$ cat src/hw/rtl/dlr_pkg.sv
`default_nettype none

package dlr_pkg;

	// Datapath geometry
	localparam int COORD_BITS = 12;
	localparam int FRAC_BITS  = 16;

	// Widths fixed by the register map and the result fields
	localparam int CFG_W     = 12;
	localparam int CFG_IDX_W = 1;
	localparam int COLOR_W   = 24;
	localparam int ADDR_W    = 24;

	// Derived widths
	localparam int STEP_W = COORD_BITS;                 // longer axis span
	localparam int LEFT_W = COORD_BITS + 1;             // span + 1 pixels
	localparam int DIVD_W = COORD_BITS + FRAC_BITS;     // scaled delta plus rounding
	localparam int QUO_W  = FRAC_BITS + 1;              // increment magnitude, at most 1.0
	localparam int REM_W  = COORD_BITS;                 // remainder stays below the span
	localparam int INC_W  = FRAC_BITS + 2;              // signed increment
	localparam int POS_W  = COORD_BITS + FRAC_BITS + 1; // signed position
	localparam int PIX_W  = POS_W + 1 - FRAC_BITS;      // signed rounded coordinate
	localparam int CMP_W  = (PIX_W - 1 > CFG_W) ? PIX_W - 1 : CFG_W;
	localparam int CNT_W  = $clog2(QUO_W);

	localparam logic [POS_W:0]       POS_HALF = (POS_W + 1)'(1) << (FRAC_BITS - 1);
	localparam logic [CNT_W-1:0]     DIV_LAST = CNT_W'(QUO_W - 1);
	localparam logic [CFG_W-1:0]     WIDTH_RST  = CFG_W'(500);
	localparam logic [CFG_W-1:0]     HEIGHT_RST = CFG_W'(500);

	typedef enum logic {
		OP_LOAD = 1'b0,
		OP_TICK = 1'b1
	} op_t;

	typedef enum logic [CFG_IDX_W-1:0] {
		REG_FRAME_WIDTH  = 1'b0,
		REG_FRAME_HEIGHT = 1'b1
	} cfg_reg_t;

	typedef enum logic [1:0] {
		ST_IDLE,
		ST_PREP,
		ST_DIV,
		ST_FINISH
	} ctl_state_t;

	typedef struct packed {
		op_t                          operation;
		logic signed [COORD_BITS-1:0] start_x;
		logic signed [COORD_BITS-1:0] start_y;
		logic signed [COORD_BITS-1:0] end_x;
		logic signed [COORD_BITS-1:0] end_y;
		logic        [COLOR_W-1:0]    line_color;
	} dlr_in_t;

	typedef struct packed {
		logic signed [COORD_BITS-1:0] pixel_x;
		logic signed [COORD_BITS-1:0] pixel_y;
		logic                         in_bounds;
		logic        [ADDR_W-1:0]     byte_address;
		logic        [COLOR_W-1:0]    pixel_color;
		logic                         last_pixel;
	} dlr_out_t;

	// Controller to datapath
	typedef struct packed {
		logic load;    // capture endpoints, spans and colour
		logic tick;    // emit a pixel if a line is active
		logic prep;    // form the dividends
		logic step;    // one restoring-division step on both lanes
		logic finish;  // write the signed increments
	} dp_cmd_t;

	// Datapath to controller
	typedef struct packed {
		logic s1_free;
	} dp_status_t;

	typedef struct packed {
		logic [REM_W-1:0] rem;
		logic [QUO_W-1:0] shf;
	} div_lane_t;

endpackage

`default_nettype wire

$ cat src/hw/rtl/dlr_ctrl.sv
`default_nettype none

module dlr_ctrl (
	input  wire logic                clk,
	input  wire logic                arst_n,
	input  wire logic                in_valid,
	input  wire dlr_pkg::op_t        operation,
	output logic                     in_stall,
	input  wire dlr_pkg::dp_status_t status,
	output dlr_pkg::dp_cmd_t         cmd
);
	import dlr_pkg::*;

	ctl_state_t       state_q, state_nxt;
	logic [CNT_W-1:0] cnt_q;
	logic             accept;

	// Loads need only the controller; ticks also need a free first stage
	assign in_stall = !((state_q == ST_IDLE) &&
		((operation == OP_LOAD) || status.s1_free));
	assign accept = in_valid && !in_stall;

	always_comb begin
		state_nxt = state_q;
		case (state_q)
			ST_IDLE: begin
				if (accept && (operation == OP_LOAD)) begin
					state_nxt = ST_PREP;
				end
			end
			ST_PREP:   state_nxt = ST_DIV;
			ST_DIV: begin
				if (cnt_q == DIV_LAST) begin
					state_nxt = ST_FINISH;
				end
			end
			ST_FINISH: state_nxt = ST_IDLE;
			default:   state_nxt = ST_IDLE;
		endcase
	end

	always_comb begin
		cmd = '0;
		case (state_q)
			ST_IDLE: begin
				cmd.load = accept && (operation == OP_LOAD);
				cmd.tick = accept && (operation == OP_TICK);
			end
			ST_PREP:   cmd.prep = 1'b1;
			ST_DIV:    cmd.step = 1'b1;
			ST_FINISH: cmd.finish = 1'b1;
			default:   cmd = '0;
		endcase
	end

	always_ff @(posedge clk or negedge arst_n) begin
		if (!arst_n) begin
			state_q <= ST_IDLE;
			cnt_q   <= '0;
		end else begin
			state_q <= state_nxt;
			if (state_q == ST_DIV) begin
				cnt_q <= cnt_q + CNT_W'(1);
			end else begin
				cnt_q <= '0;
			end
		end
	end

endmodule

`default_nettype wire

$ cat src/hw/rtl/dlr_datapath.sv
`default_nettype none

module dlr_datapath (
	input  wire logic                      clk,
	input  wire logic                      arst_n,
	input  wire dlr_pkg::dp_cmd_t          cmd,
	output dlr_pkg::dp_status_t            status,
	input  wire dlr_pkg::dlr_in_t          in_data,
	input  wire logic [dlr_pkg::CFG_W-1:0] frame_width,
	input  wire logic [dlr_pkg::CFG_W-1:0] frame_height,
	output logic                           out_valid,
	input  wire logic                      out_stall,
	output dlr_pkg::dlr_out_t              out_data
);
	import dlr_pkg::*;

	function automatic div_lane_t div_step(div_lane_t l, logic [STEP_W-1:0] d);
		logic [REM_W:0] t;
		div_lane_t      r;
		t = {l.rem, l.shf[QUO_W-1]} - {1'b0, d};
		if (!t[REM_W]) begin
			r.rem = t[REM_W-1:0];
			r.shf = {l.shf[QUO_W-2:0], 1'b1};
		end else begin
			r.rem = {l.rem[REM_W-2:0], l.shf[QUO_W-1]};
			r.shf = {l.shf[QUO_W-2:0], 1'b0};
		end
		return r;
	endfunction

	function automatic div_lane_t div_init(logic [COORD_BITS-1:0] mag,
			logic [STEP_W-1:0] d);
		logic [DIVD_W-1:0] n;
		div_lane_t         r;
		n = {mag, FRAC_BITS'(0)} + DIVD_W'(d >> 1);
		r.rem = REM_W'(n[DIVD_W-1:QUO_W]);
		r.shf = n[QUO_W-1:0];
		return r;
	endfunction

	function automatic logic [INC_W-1:0] make_inc(logic [QUO_W-1:0] q, logic neg,
			logic zero);
		logic [INC_W-1:0] m;
		m = INC_W'(q);
		if (zero) begin
			return '0;
		end
		return neg ? -m : m;
	endfunction

	// Add one half, then truncate toward zero
	function automatic logic [PIX_W-1:0] to_pixel(logic [POS_W-1:0] pos);
		logic [POS_W:0] s;
		logic [POS_W:0] n;
		s = {pos[POS_W-1], pos} + POS_HALF;
		n = -s;
		if (!s[POS_W]) begin
			return s[POS_W:FRAC_BITS];
		end
		return -(n[POS_W:FRAC_BITS]);
	endfunction

	// Line set-up
	logic signed [COORD_BITS:0] dx, dy;
	logic [COORD_BITS-1:0]      ax, ay, steps;

	logic [COORD_BITS-1:0] mag_x_q, mag_y_q;
	logic                  neg_x_q, neg_y_q;
	logic [STEP_W-1:0]     steps_q;
	div_lane_t             lane_x_q, lane_y_q;

	// Walk state
	logic [INC_W-1:0]   inc_x_q, inc_y_q;
	logic [POS_W-1:0]   pos_x_q, pos_y_q;
	logic [LEFT_W-1:0]  left_q;
	logic               active_q;
	logic [COLOR_W-1:0] color_q;

	// Rounded pixel and bound check
	logic [PIX_W-1:0] px, py;
	logic [CMP_W-1:0] px_mag, py_mag;
	logic             inb;
	logic             emit;

	logic                  valid_s1, inb_s1, last_s1;
	logic [COORD_BITS-1:0] pix_x_s1, pix_y_s1;
	logic [CFG_W-1:0]      ax_s1, ay_s1;
	logic [COLOR_W-1:0]    color_s1;

	logic              advance;
	logic [ADDR_W-1:0] prod, sum, addr;

	assign dx = (COORD_BITS + 1)'(in_data.end_x) - (COORD_BITS + 1)'(in_data.start_x);
	assign dy = (COORD_BITS + 1)'(in_data.end_y) - (COORD_BITS + 1)'(in_data.start_y);
	assign ax = dx[COORD_BITS] ? COORD_BITS'(-dx) : dx[COORD_BITS-1:0];
	assign ay = dy[COORD_BITS] ? COORD_BITS'(-dy) : dy[COORD_BITS-1:0];
	assign steps = (ax > ay) ? ax : ay;

	always_ff @(posedge clk) begin
		if (cmd.load) begin
			mag_x_q <= ax;
			mag_y_q <= ay;
			neg_x_q <= dx[COORD_BITS];
			neg_y_q <= dy[COORD_BITS];
			steps_q <= steps;
			color_q <= in_data.line_color;
		end
		if (cmd.prep) begin
			lane_x_q <= div_init(mag_x_q, steps_q);
			lane_y_q <= div_init(mag_y_q, steps_q);
		end else if (cmd.step) begin
			lane_x_q <= div_step(lane_x_q, steps_q);
			lane_y_q <= div_step(lane_y_q, steps_q);
		end
	end

	assign px = to_pixel(pos_x_q);
	assign py = to_pixel(pos_y_q);
	assign px_mag = CMP_W'(px[PIX_W-2:0]);
	assign py_mag = CMP_W'(py[PIX_W-2:0]);
	assign inb = !px[PIX_W-1] && !py[PIX_W-1] &&
		(px_mag < CMP_W'(frame_width)) && (py_mag < CMP_W'(frame_height));
	assign emit = cmd.tick && active_q;

	always_ff @(posedge clk or negedge arst_n) begin
		if (!arst_n) begin
			active_q <= 1'b0;
			left_q   <= '0;
		end else if (cmd.load) begin
			active_q <= 1'b1;
			left_q   <= LEFT_W'(steps) + LEFT_W'(1);
		end else if (emit) begin
			left_q <= left_q - LEFT_W'(1);
			if (left_q == LEFT_W'(1)) begin
				active_q <= 1'b0;
			end
		end
	end

	always_ff @(posedge clk) begin
		if (cmd.load) begin
			pos_x_q <= {in_data.start_x[COORD_BITS-1], in_data.start_x, FRAC_BITS'(0)};
			pos_y_q <= {in_data.start_y[COORD_BITS-1], in_data.start_y, FRAC_BITS'(0)};
		end else if (emit) begin
			pos_x_q <= pos_x_q + {{(POS_W - INC_W){inc_x_q[INC_W-1]}}, inc_x_q};
			pos_y_q <= pos_y_q + {{(POS_W - INC_W){inc_y_q[INC_W-1]}}, inc_y_q};
		end
		if (cmd.finish) begin
			inc_x_q <= make_inc(lane_x_q.shf, neg_x_q, steps_q == '0);
			inc_y_q <= make_inc(lane_y_q.shf, neg_y_q, steps_q == '0);
		end
	end

	// Two-stage pixel pipe: rounding and bounds, then address
	assign advance = !out_valid || !out_stall;
	assign status.s1_free = !valid_s1 || advance;

	always_ff @(posedge clk or negedge arst_n) begin
		if (!arst_n) begin
			valid_s1  <= 1'b0;
			out_valid <= 1'b0;
		end else begin
			if (emit) begin
				valid_s1 <= 1'b1;
			end else if (advance) begin
				valid_s1 <= 1'b0;
			end
			if (advance) begin
				out_valid <= valid_s1;
			end
		end
	end

	always_ff @(posedge clk) begin
		if (emit) begin
			pix_x_s1 <= px[COORD_BITS-1:0];
			pix_y_s1 <= py[COORD_BITS-1:0];
			ax_s1    <= px_mag[CFG_W-1:0];
			ay_s1    <= py_mag[CFG_W-1:0];
			inb_s1   <= inb;
			last_s1  <= (left_q == LEFT_W'(1));
			color_s1 <= color_q;
		end
	end

	assign prod = ADDR_W'(ay_s1) * ADDR_W'(frame_width);
	assign sum  = prod + ADDR_W'(ax_s1);
	assign addr = sum + {sum[ADDR_W-2:0], 1'b0};

	always_ff @(posedge clk) begin
		if (advance && valid_s1) begin
			out_data.pixel_x      <= pix_x_s1;
			out_data.pixel_y      <= pix_y_s1;
			out_data.in_bounds    <= inb_s1;
			out_data.byte_address <= inb_s1 ? addr : '0;
			out_data.pixel_color  <= color_s1;
			out_data.last_pixel   <= last_s1;
		end
	end

endmodule

`default_nettype wire

$ cat src/hw/rtl/dda_line_rasterizer_unit.sv
`default_nettype none
// DDA line rasteriser.
// Input channel (in_valid/in_stall/in_data): a beat with operation LOAD gives
// two endpoints and a colour; a beat with operation TICK asks for the next
// pixel of the loaded line. A TICK with no line in progress is taken and
// dropped. A LOAD replaces any line still in progress and gives no result.
// Output channel (out_valid/out_stall/out_data): one beat per pixel with the
// rounded coordinates, the bound flag, the RGB byte address, the colour and
// a mark on the final pixel. A line of span S yields S+1 pixels.
// Config channel (cfg_valid/cfg_ready/cfg_index/cfg_data): frame width and
// height; always ready, write only while the block is idle.
// Throughput: TICK beats go at one per cycle while no LOAD is in progress and
// the first stage is free. A LOAD is captured on its own beat, then stalls the
// input through one set-up, 17 restoring-division steps (one quotient bit per
// step on both axes at once) and one finish step that signs the increments.
// Pipeline: a TICK's pixel is registered after rounding and bound check, then
// the address multiply goes into the output register.
// Back-pressure: while out_stall holds, the output register and the first
// stage hold their beats; the input stalls only once both are full.
// Reset: no line is active, frame width and height return to 500.
module dda_line_rasterizer_unit (
	input  wire logic                          clk,
	input  wire logic                          arst_n,
	input  wire logic                          in_valid,
	output logic                               in_stall,
	input  wire dlr_pkg::dlr_in_t              in_data,
	output logic                               out_valid,
	input  wire logic                          out_stall,
	output dlr_pkg::dlr_out_t                  out_data,
	input  wire logic                          cfg_valid,
	output logic                               cfg_ready,
	input  wire logic [dlr_pkg::CFG_IDX_W-1:0] cfg_index,
	input  wire logic [dlr_pkg::CFG_W-1:0]     cfg_data
);
	import dlr_pkg::*;

	logic [CFG_W-1:0] frame_width_q, frame_height_q;
	dp_cmd_t          cmd;
	dp_status_t       status;

	// Register writes are always accepted and registered into the frame registers
	assign cfg_ready = 1'b1;

	always_ff @(posedge clk or negedge arst_n) begin
		if (!arst_n) begin
			frame_width_q  <= WIDTH_RST;
			frame_height_q <= HEIGHT_RST;
		end else if (cfg_valid && cfg_ready) begin
			case (cfg_index)
				REG_FRAME_WIDTH:  frame_width_q <= cfg_data;
				REG_FRAME_HEIGHT: frame_height_q <= cfg_data;
				default: begin
					frame_width_q <= frame_width_q;
				end
			endcase
		end
	end

	// Sequencer: accepts beats, runs the increment division
	dlr_ctrl u_ctrl (
		.clk       (clk),
		.arst_n    (arst_n),
		.in_valid  (in_valid),
		.operation (in_data.operation),
		.in_stall  (in_stall),
		.status    (status),
		.cmd       (cmd)
	);

	// Set-up, divider lanes, position walk and pixel pipe
	dlr_datapath u_dp (
		.clk          (clk),
		.arst_n       (arst_n),
		.cmd          (cmd),
		.status       (status),
		.in_data      (in_data),
		.frame_width  (frame_width_q),
		.frame_height (frame_height_q),
		.out_valid    (out_valid),
		.out_stall    (out_stall),
		.out_data     (out_data)
	);

	// At most one command is issued per cycle
	a_cmd_onehot: assert property (@(posedge clk) disable iff (!arst_n)
		$onehot0({cmd.load, cmd.tick, cmd.prep, cmd.step, cmd.finish}))
		else $error("controller issued more than one datapath command");

	// A load keeps the input stalled while the increments are formed
	a_load_busy: assert property (@(posedge clk) disable iff (!arst_n)
		(in_valid && !in_stall && (in_data.operation == OP_LOAD)) |=> in_stall)
		else $error("input taken during increment division");

	// An out-of-bounds pixel carries a zero address
	a_oob_addr: assert property (@(posedge clk) disable iff (!arst_n)
		(out_valid && !out_data.in_bounds) |-> (out_data.byte_address == '0))
		else $error("address not cleared on out-of-bounds pixel");

	// No fresh pixel beat appears straight after the division set-up
	a_pixel_source: assert property (@(posedge clk) disable iff (!arst_n)
		(out_valid && !$past(out_valid)) |-> !$past(cmd.prep))
		else $error("pixel beat appeared during division set-up");

endmodule

`default_nettype wire

$ cat config.mk
export PLATFORM = sky130hd
export DESIGN_NAME = dda_line_rasterizer_unit
export DESIGN_NICKNAME = d
export VERILOG_FILES = /design/src/hw/rtl/dlr_pkg.sv /design/src/hw/rtl/dlr_ctrl.sv /design/src/hw/rtl/dlr_datapath.sv /design/src/hw/rtl/dda_line_rasterizer_unit.sv
export SDC_FILE = /design/constraint.sdc
export NUM_CORES = 1
export LEC_CHECK = 0
export CAP_MARGIN = 25
export CORE_UTILIZATION = 35
export DETAILED_ROUTE_END_ITERATION = 10
export DONT_BUFFER_PORTS = 1
export GPL_TIMING_DRIVEN = 0
export HOLD_SLACK_MARGIN = 0.15
export SYNTH_ARGS = -nofsm -noshare
export SYNTH_HDL_FRONTEND = slang
export SYNTH_SLANG_ARGS = --single-unit
$ cat constraint.sdc
create_clock -name clk -period 17.1 [get_ports clk]
set_clock_uncertainty 0.15 [all_clocks]
set_input_delay 0.855 -clock clk [delete_from_list [all_inputs] [get_ports clk]]
set_output_delay 0.855 -clock clk [all_outputs]
set_load 0.01 [all_outputs]
==> results by group, run 1 <==
Worst setup path
  • Worst Setup Path Type: register to register
  • Worst path slowest cell: fa_1
  • Reg2reg end: u_dp.out_data[48]
  • Worst path arrival time: 8490 ps
  • CP endpoint kind: register
  • Flop-to-flop setup slack: 8820 ps
  • Critical Path RT: 17320 ps
  • CP max FO: 10
  • Worst path max stage delay: 550 ps
  • Launch point of the worst path: u_dp.pix_y_s1[5]
  • Reg2reg start: u_dp.pix_y_s1[5]
  • Critical path's most frequent cell: fa_1
  • Crit path to: u_dp.out_data[48]
  • Worst Reg-to-Reg Cells: 28
  • Crit path launch type: register

Timing
  • Least-Margin Pin Slew: 1010 ps
  • RSZ-0062 raised after global routing: no
  • FMAX: 0.121 GHz
  • Slew headroom: 30.6%
  • Pins Over Slew Limit: 0
  • Crit path time final: 8280 ps
  • Setup TNS: 0 ps
  • Hold Fails Final Rpt: 0
  • Final hold slack: 218 ps
  • Final setup violation count: 0
  • Crit share post-route: 48.4%

GRT
  • GRT Util Overall: 17.3%
  • Initial antenna violation count: 1
  • Global-route wire length before repair: 118000 µm
  • Vias in the first global route: 21300
  • Largest net degree at the start of global routing: 58
  • Global route total overflow: 0

Routing
  • Max Used Layer: met5
  • Drt first-iter violations: 1181
  • Met3 WL: 3460 µm
  • Metal-1 WL: 32200 µm
  • Vias: 21700
  • Met2 wire len: 36900 µm
  • Drt drc: 0
  • WL/cell: 17.7 µm
  • Final ANT Viol Nets: 0
  • Pre-antenna DRT Iters: 5
  • Via/cell ratio: 5.16
  • Final WL: 74700 µm

Final layout
  • P&R area growth vs syn: 10.7%
  • Fin nets: 3551
  • Fill cells: 8288
  • ANT cells: 0
  • Final Cell Area: 32700 µm²
  • Share of cells above drive strength 1: 5.46%
  • Layout Cells excl Fill: 4211

Synthesis
  • Synth warn: 0
  • Syn Std Cell Area: 29500 µm²
  • Yosys reg bits: 385
  • Sequential area share after synthesis: 37.3%
  • Most instantiated cells after synthesis: inv_1, edfxtp_1, nand2_1, ha_1, nor2_1
  • Synth Area per Inst: 9.71 µm²
  • Top cell type's share of synthesized area: 31.0%
  • Post-synth top flop: edfxtp_1
  • Synth async-reset ratio: 12.2%
  • Yosys cell types: 98
  • Synthesized instance count: 3036
  • Number of synthesized flops with an enable pin: 304
  • Count leader, synth: inv_1
  • Area leader, netlist: edfxtp_1
  • Syn_nets: 3494
  • Area contributors post-synth: edfxtp_1, ha_1, fa_1

Floorplanning
  • Die area: 85400 µm²
  • Starting Density: 35.3%
  • Die Span X: 292 µm
  • Row cnt: 106
  • Num ports: 168
  • Die height: 292 µm
  • Area of the core: 83600 µm²

Clock tree
  • CTS Buf Count: 46
  • Post CTS Setup Buffer Count: 0
  • Post-CTS Hold Buffers: 2
  • H-tree levels: 2
  • Clk pin slew, worst setup/hold paths: 70 ps
  • CTS resizes: 0
  • Root buf cell: clkbuf_16
  • Clock Sinks: 385
  • Clk buf depth: 3
  • Latest clock arrival within the worst-skew pair: 590 ps
  • CTS tree: done

Placement
  • RePlAce Congestion: 0.895
  • Port Buffers: 0
  • Dpl cells: 4123
  • DP Wirelength: 59600 µm
  • Placed cell areas: 31000 µm²

Worst hold path
  • Hold Crit Class: input port to register

Flow run
  • Maximum Capacitance Violations: 0

Run status
  • Status: finished, final reports clean
layer usage:
layer	GRT usage, %	up-vias
li1	-	10800
met1	21.4	10400
met5	0	-
met4	5.40	2
met3	2.55	116
met2	30.9	441
metrics by stage:
| step | setup slack (ps) | utilization [%] |
|---|---|---|
| 2_1_floorplan | 9710 | - |
| 3_3_place_gp | 6270 | 36.9 |
| 3_5_place_dp | 8800 | 37.1 |
| 4_1_cts | 8800 | 39.1 |
| 5_1_grt | 8290 | 39.1 |
| 6_report | 8820 | 39.1 |
critical path, delay by kind of cell (launching register included):
family          cells  cell delay [ps]
xor+xnor            1              160
flops               1              520
simple gates        6              960
buf+inv             5              510
compound gates      9             2510
fa+ha+maj           7             3250
cell usage in the layout (no fill, tap or decap), drive strengths merged, types with 35 or more instances in the layout:
| cell type | synthesis | final |
|---|---|---|
| nor3 | 61 | 61 |
| nand2 | 284 | 284 |
| ha | 249 | 249 |
| nor2b | 41 | 41 |
| fa | 118 | 118 |
| clkbuf | 87 | 143 |
| nor2 | 190 | 190 |
| xnor2 | 150 | 150 |
| a21o | 65 | 65 |
| dfrtp | 35 | 35 |
| a21oi | 150 | 150 |
| mux2i | 37 | 37 |
| nand3 | 55 | 55 |
| and2 | 106 | 106 |
| xor2 | 91 | 91 |
| inv | 342 | 346 |
| o21ai | 171 | 171 |
| edfxtp | 304 | 304 |
worst min-delay path by stage:
| stage | to | slack (ps) | cells past startpoint | from |
|---|---|---|---|---|
| finish | frame_width_q[2] | 220 | 2 | cfg_data[2] |
| global route | u_dp.color_q[20] | 190 | 0 | in_data[20] |
| CTS | u_dp.color_q[20] | 180 | 0 | in_data[20] |
| detailed placement | u_dp.color_s1[16] | 250 | 0 | u_dp.color_q[16] |
| floorplan | u_dp.color_s1[0] | 250 | 0 | u_dp.color_q[0] |
| global placement | u_dp.out_data[17] | 250 | 0 | u_dp.color_s1[16] |
flip-flops by register name (all words and copies together), names as in the netlist, 2 cells and up:
| signal | count |
|---|---|
| u_dp.pos_y_q | 29 |
| u_dp.color_s1 | 24 |
| u_dp.lane_x_q | 29 |
| u_dp.color_q | 24 |
| u_dp.pos_x_q | 29 |
| u_dp.steps_q | 12 |
| u_dp.mag_y_q | 12 |
| u_dp.pix_y_s1 | 12 |
| u_dp.pix_x_s1 | 12 |
| u_dp.mag_x_q | 12 |
| u_dp.inc_x_q | 18 |
| frame_height_q | 12 |
| u_dp.inc_y_q | 18 |
| frame_width_q | 12 |
| u_dp.left_q | 13 |
| u_dp.out_data | 74 |
| u_ctrl.state_q | 2 |
| u_ctrl.cnt_q | 5 |
| u_dp.lane_y_q | 29 |
cell families after synthesis:
logic type	share of synthesized area (%)
AND/OR/NAND/NOR	15.4
other	0.0127
adder cells (fa/ha/maj)	18.6
multiplexers	2.27
XOR/XNOR	7.34
AO/OA/AOI/OAI	13.4
buffers and inverters	5.69
flip-flops	37.3
final cells by class:
cell class                 count  area (µm²)  share of cell area [%]
clock inverter                30         344                    1.05
inverter                     342        1280                    3.93
tap                         1080        1350                    4.14
timing repair buffer           9         185                   0.567
sequential                   385       11000                    33.7
clock buffer                  56        1260                    3.86
buffer                       101         400                    1.23
multi-input combinational   2208       16800                    51.5
Power of run 1 is not shown: default switching activity piles up to over one toggle a cycle in this logic, so the estimate is an artifact.
==> inputs of run 2 (changes only) <==
==> constraint.sdc (replaced) <==
create_clock -name clk -period 7.29 [get_ports clk]
set_clock_uncertainty 0.15 [all_clocks]
set_input_delay 0.3645 -clock clk [delete_from_list [all_inputs] [get_ports clk]]
set_output_delay 0.3645 -clock clk [all_outputs]
set_load 0.01 [all_outputs]
==> run 2 against run 1 <==
Critical path depth decreased by 1. Setup slack got worse by 8700 ps. First-iteration DRC count increased by 10%. Worst hold slack got worse by 15 ps.
==> results by group, run 2 (synthesized netlist as in run 1, its figures left out) <==
Timing
  • Worst Slack Setup Final: 109 ps (-8720 ps)
  • Final setup violation count: 0 (unchanged)
  • Hold Fails Final Rpt: 0 (unchanged)
  • Crit path time final: 7180 ps (-1090 ps)
  • Crit share post-route: 98.5% (+50 points)
  • FMAX: 0.139 GHz (+15%)
  • RSZ-0062 raised after global routing: yes
  • Slew headroom: 36.8% (+6.2 points)
  • Pins Over Slew Limit: 0 (unchanged)
  • Least-Margin Pin Slew: 948 ps (-66.8 ps)

Clock tree
  • Latest clock arrival within the worst-skew pair: 610 ps (+20 ps)
  • H-tree levels: 2 (unchanged)
  • Root buf cell: clkbuf_16
  • Clk pin slew, worst setup/hold paths: 60 ps (about the same)
  • CTS tree: done
  • CTS Buf Count: 46 (unchanged)
  • Clock Sinks: 385 (unchanged)
  • Clk buf depth: 3 (unchanged)

Routing
  • Drt first-iter violations: 1302 (+10%)
  • Drt drc: 0 (unchanged)
  • Pre-antenna DRT Iters: 5 (unchanged)
  • Final ANT Viol Nets: 0 (unchanged)
  • Via/cell ratio: 5.17 (+0.13%)
  • WL/cell: 17.7 µm (-0.10%)
  • Final WL: 76700 µm (+2.7%)
  • Vias: 22400 (+2.9%)

Floorplanning
  • Area of the core: 83600 µm² (unchanged)
  • Die area: 85400 µm² (unchanged)
  • Row cnt: 106 (unchanged)
  • Starting Density: 35.3% (unchanged)
  • Num ports: 168 (unchanged)
  • Die height: 292 µm (unchanged)
  • Die Span X: 292 µm (unchanged)

Worst setup path
  • Reg2reg start: u_dp.pix_y_s1[6]
  • Worst Setup Path Type: register to register
  • Critical Path RT: 7510 ps (-9810 ps)
  • Launch point of the worst path: u_dp.pix_y_s1[6]
  • Flop-to-flop setup slack: 110 ps (-8720 ps)
  • Crit path to: u_dp.out_data[48]
  • CP endpoint kind: register
  • CP max FO: 7 (-3)
  • Worst Reg-to-Reg Cells: 27 (-3.6%)
  • Reg2reg end: u_dp.out_data[48]
  • Worst path arrival time: 7400 ps (-1090 ps)
  • Crit path launch type: register

Final layout
  • Max FFs per register: 74 (unchanged)
  • Fill cells: 8108 (-2.2%)
  • Most common cell after layout, fill and taps aside: inv_1
  • Commonest non-fill, non-tap cells in the layout: inv_1, edfxtp_1, nand2_1
  • Fin nets: 3666 (+3.2%)
  • Share of cells above drive strength 1: 8.60% (+3.1 points)
  • P&R area growth vs syn: 16.0%
  • Register name with the most flops: u_dp.out_data

GRT
  • Global-route wire length before repair: 120000 µm (+2.3%)
  • Vias in the first global route: 22000 (+3.0%)
  • Initial antenna violation count: 4 (+3)
  • Largest net degree at the start of global routing: 58 (unchanged)
  • Global route total overflow: 0 (unchanged)
  • GRT Util Overall: 17.7% (+0.42 points)

Worst hold path
  • Hold Crit Class: input port to register

Run status
  • Status: finished, final reports clean

Placement
  • Port Buffers: 0 (unchanged)
  • DP Wirelength: 59800 µm (+0.43%)
  • Pre-CTS setup slack: -851 ps (-9650 ps)
  • RePlAce Congestion: 0.896 (+0.16%)

Flow run
  • Maximum Capacitance Violations: 0 (unchanged)
[run 2: worst min-delay path by stage]
stage,from,depth (start not counted),to,slack [ps]
finish,in_data[36],3,u_dp.mag_x_q[0],200
global route,in_data[36],3,u_dp.mag_x_q[0],200
CTS,in_data[36],3,u_dp.mag_x_q[0],160
detailed placement,arst_n,0,u_ctrl.cnt_q[0],-80
global placement,arst_n,0,u_ctrl.cnt_q[1],-80
floorplan,arst_n,0,frame_height_q[0],-80
[run 2: cell type report]
type	count	area (µm²)	area share, %
antenna	2	5.00	0.0146
multi-input combinational	2208	17200	50.2
clock inverter	28	317	0.925
clock buffer	58	1300	3.80
buffer	95	474	1.39
sequential	385	11000	32.2
timing repair buffer	130	1300	3.81
tap	1080	1350	3.95
inverter	342	1280	3.75
[run 2: per-layer routing]
layer / global-route usage [%] / wire length [µm]
met5: 0 / 31
met4: 5.39 / 2270
met3: 2.26 / 3030
met2: 32.0 / 38400
met1: 21.9 / 32900
[run 2: critical path, cell delays in order, from the launching register on]
cell,delay (ps)
edfxtp_1,460
clkbuf_8,200
buf_6,130
nand2_1,90
fa_1,540
fa_1,450
fa_1,490
inv_1,50
fa_1,530
inv_1,50
fa_1,520
inv_1,60
ha_4,270
or2_2,300
a31oi_4,180
a21oi_2,60
a21o_1,170
a211oi_2,210
nor3_2,90
ha_1,340
a21o_1,170
a221o_1,420
o41ai_4,380
o21ai_2,130
nand4_1,80
o211ai_1,110
xnor2_1,160
and2_1,150
[run 2: repair_timing]
action                                  in CTS  in global routing
hold endpoints to repair                   143                  0
hold buffers                                81                  0
gates resized for setup                     49                 83
endpoints found under the setup margin       8                 11
setup buffers                               14                 29
pin swaps                                    8                 39
[run 2: per-stage QoR]
step / hold slack, ps / cells / cell area [µm²] / util, % / setup TNS [ps]
after floorplan: -81.1 / 3036 / 29500 / - / 0
after global placement: -79.8 / 4116 / 30800 / 36.9 / -241370
after detailed placement: -79.7 / 4122 / 31000 / 37.1 / -3100
after CTS: 160 / 4298 / 33700 / 40.3 / 0
after global routing: 203 / 4326 / 34200 / 40.9 / -153
final: 203 / 4328 / 34200 / 41.0 / 0
Power of run 2 is left out for the same reason.
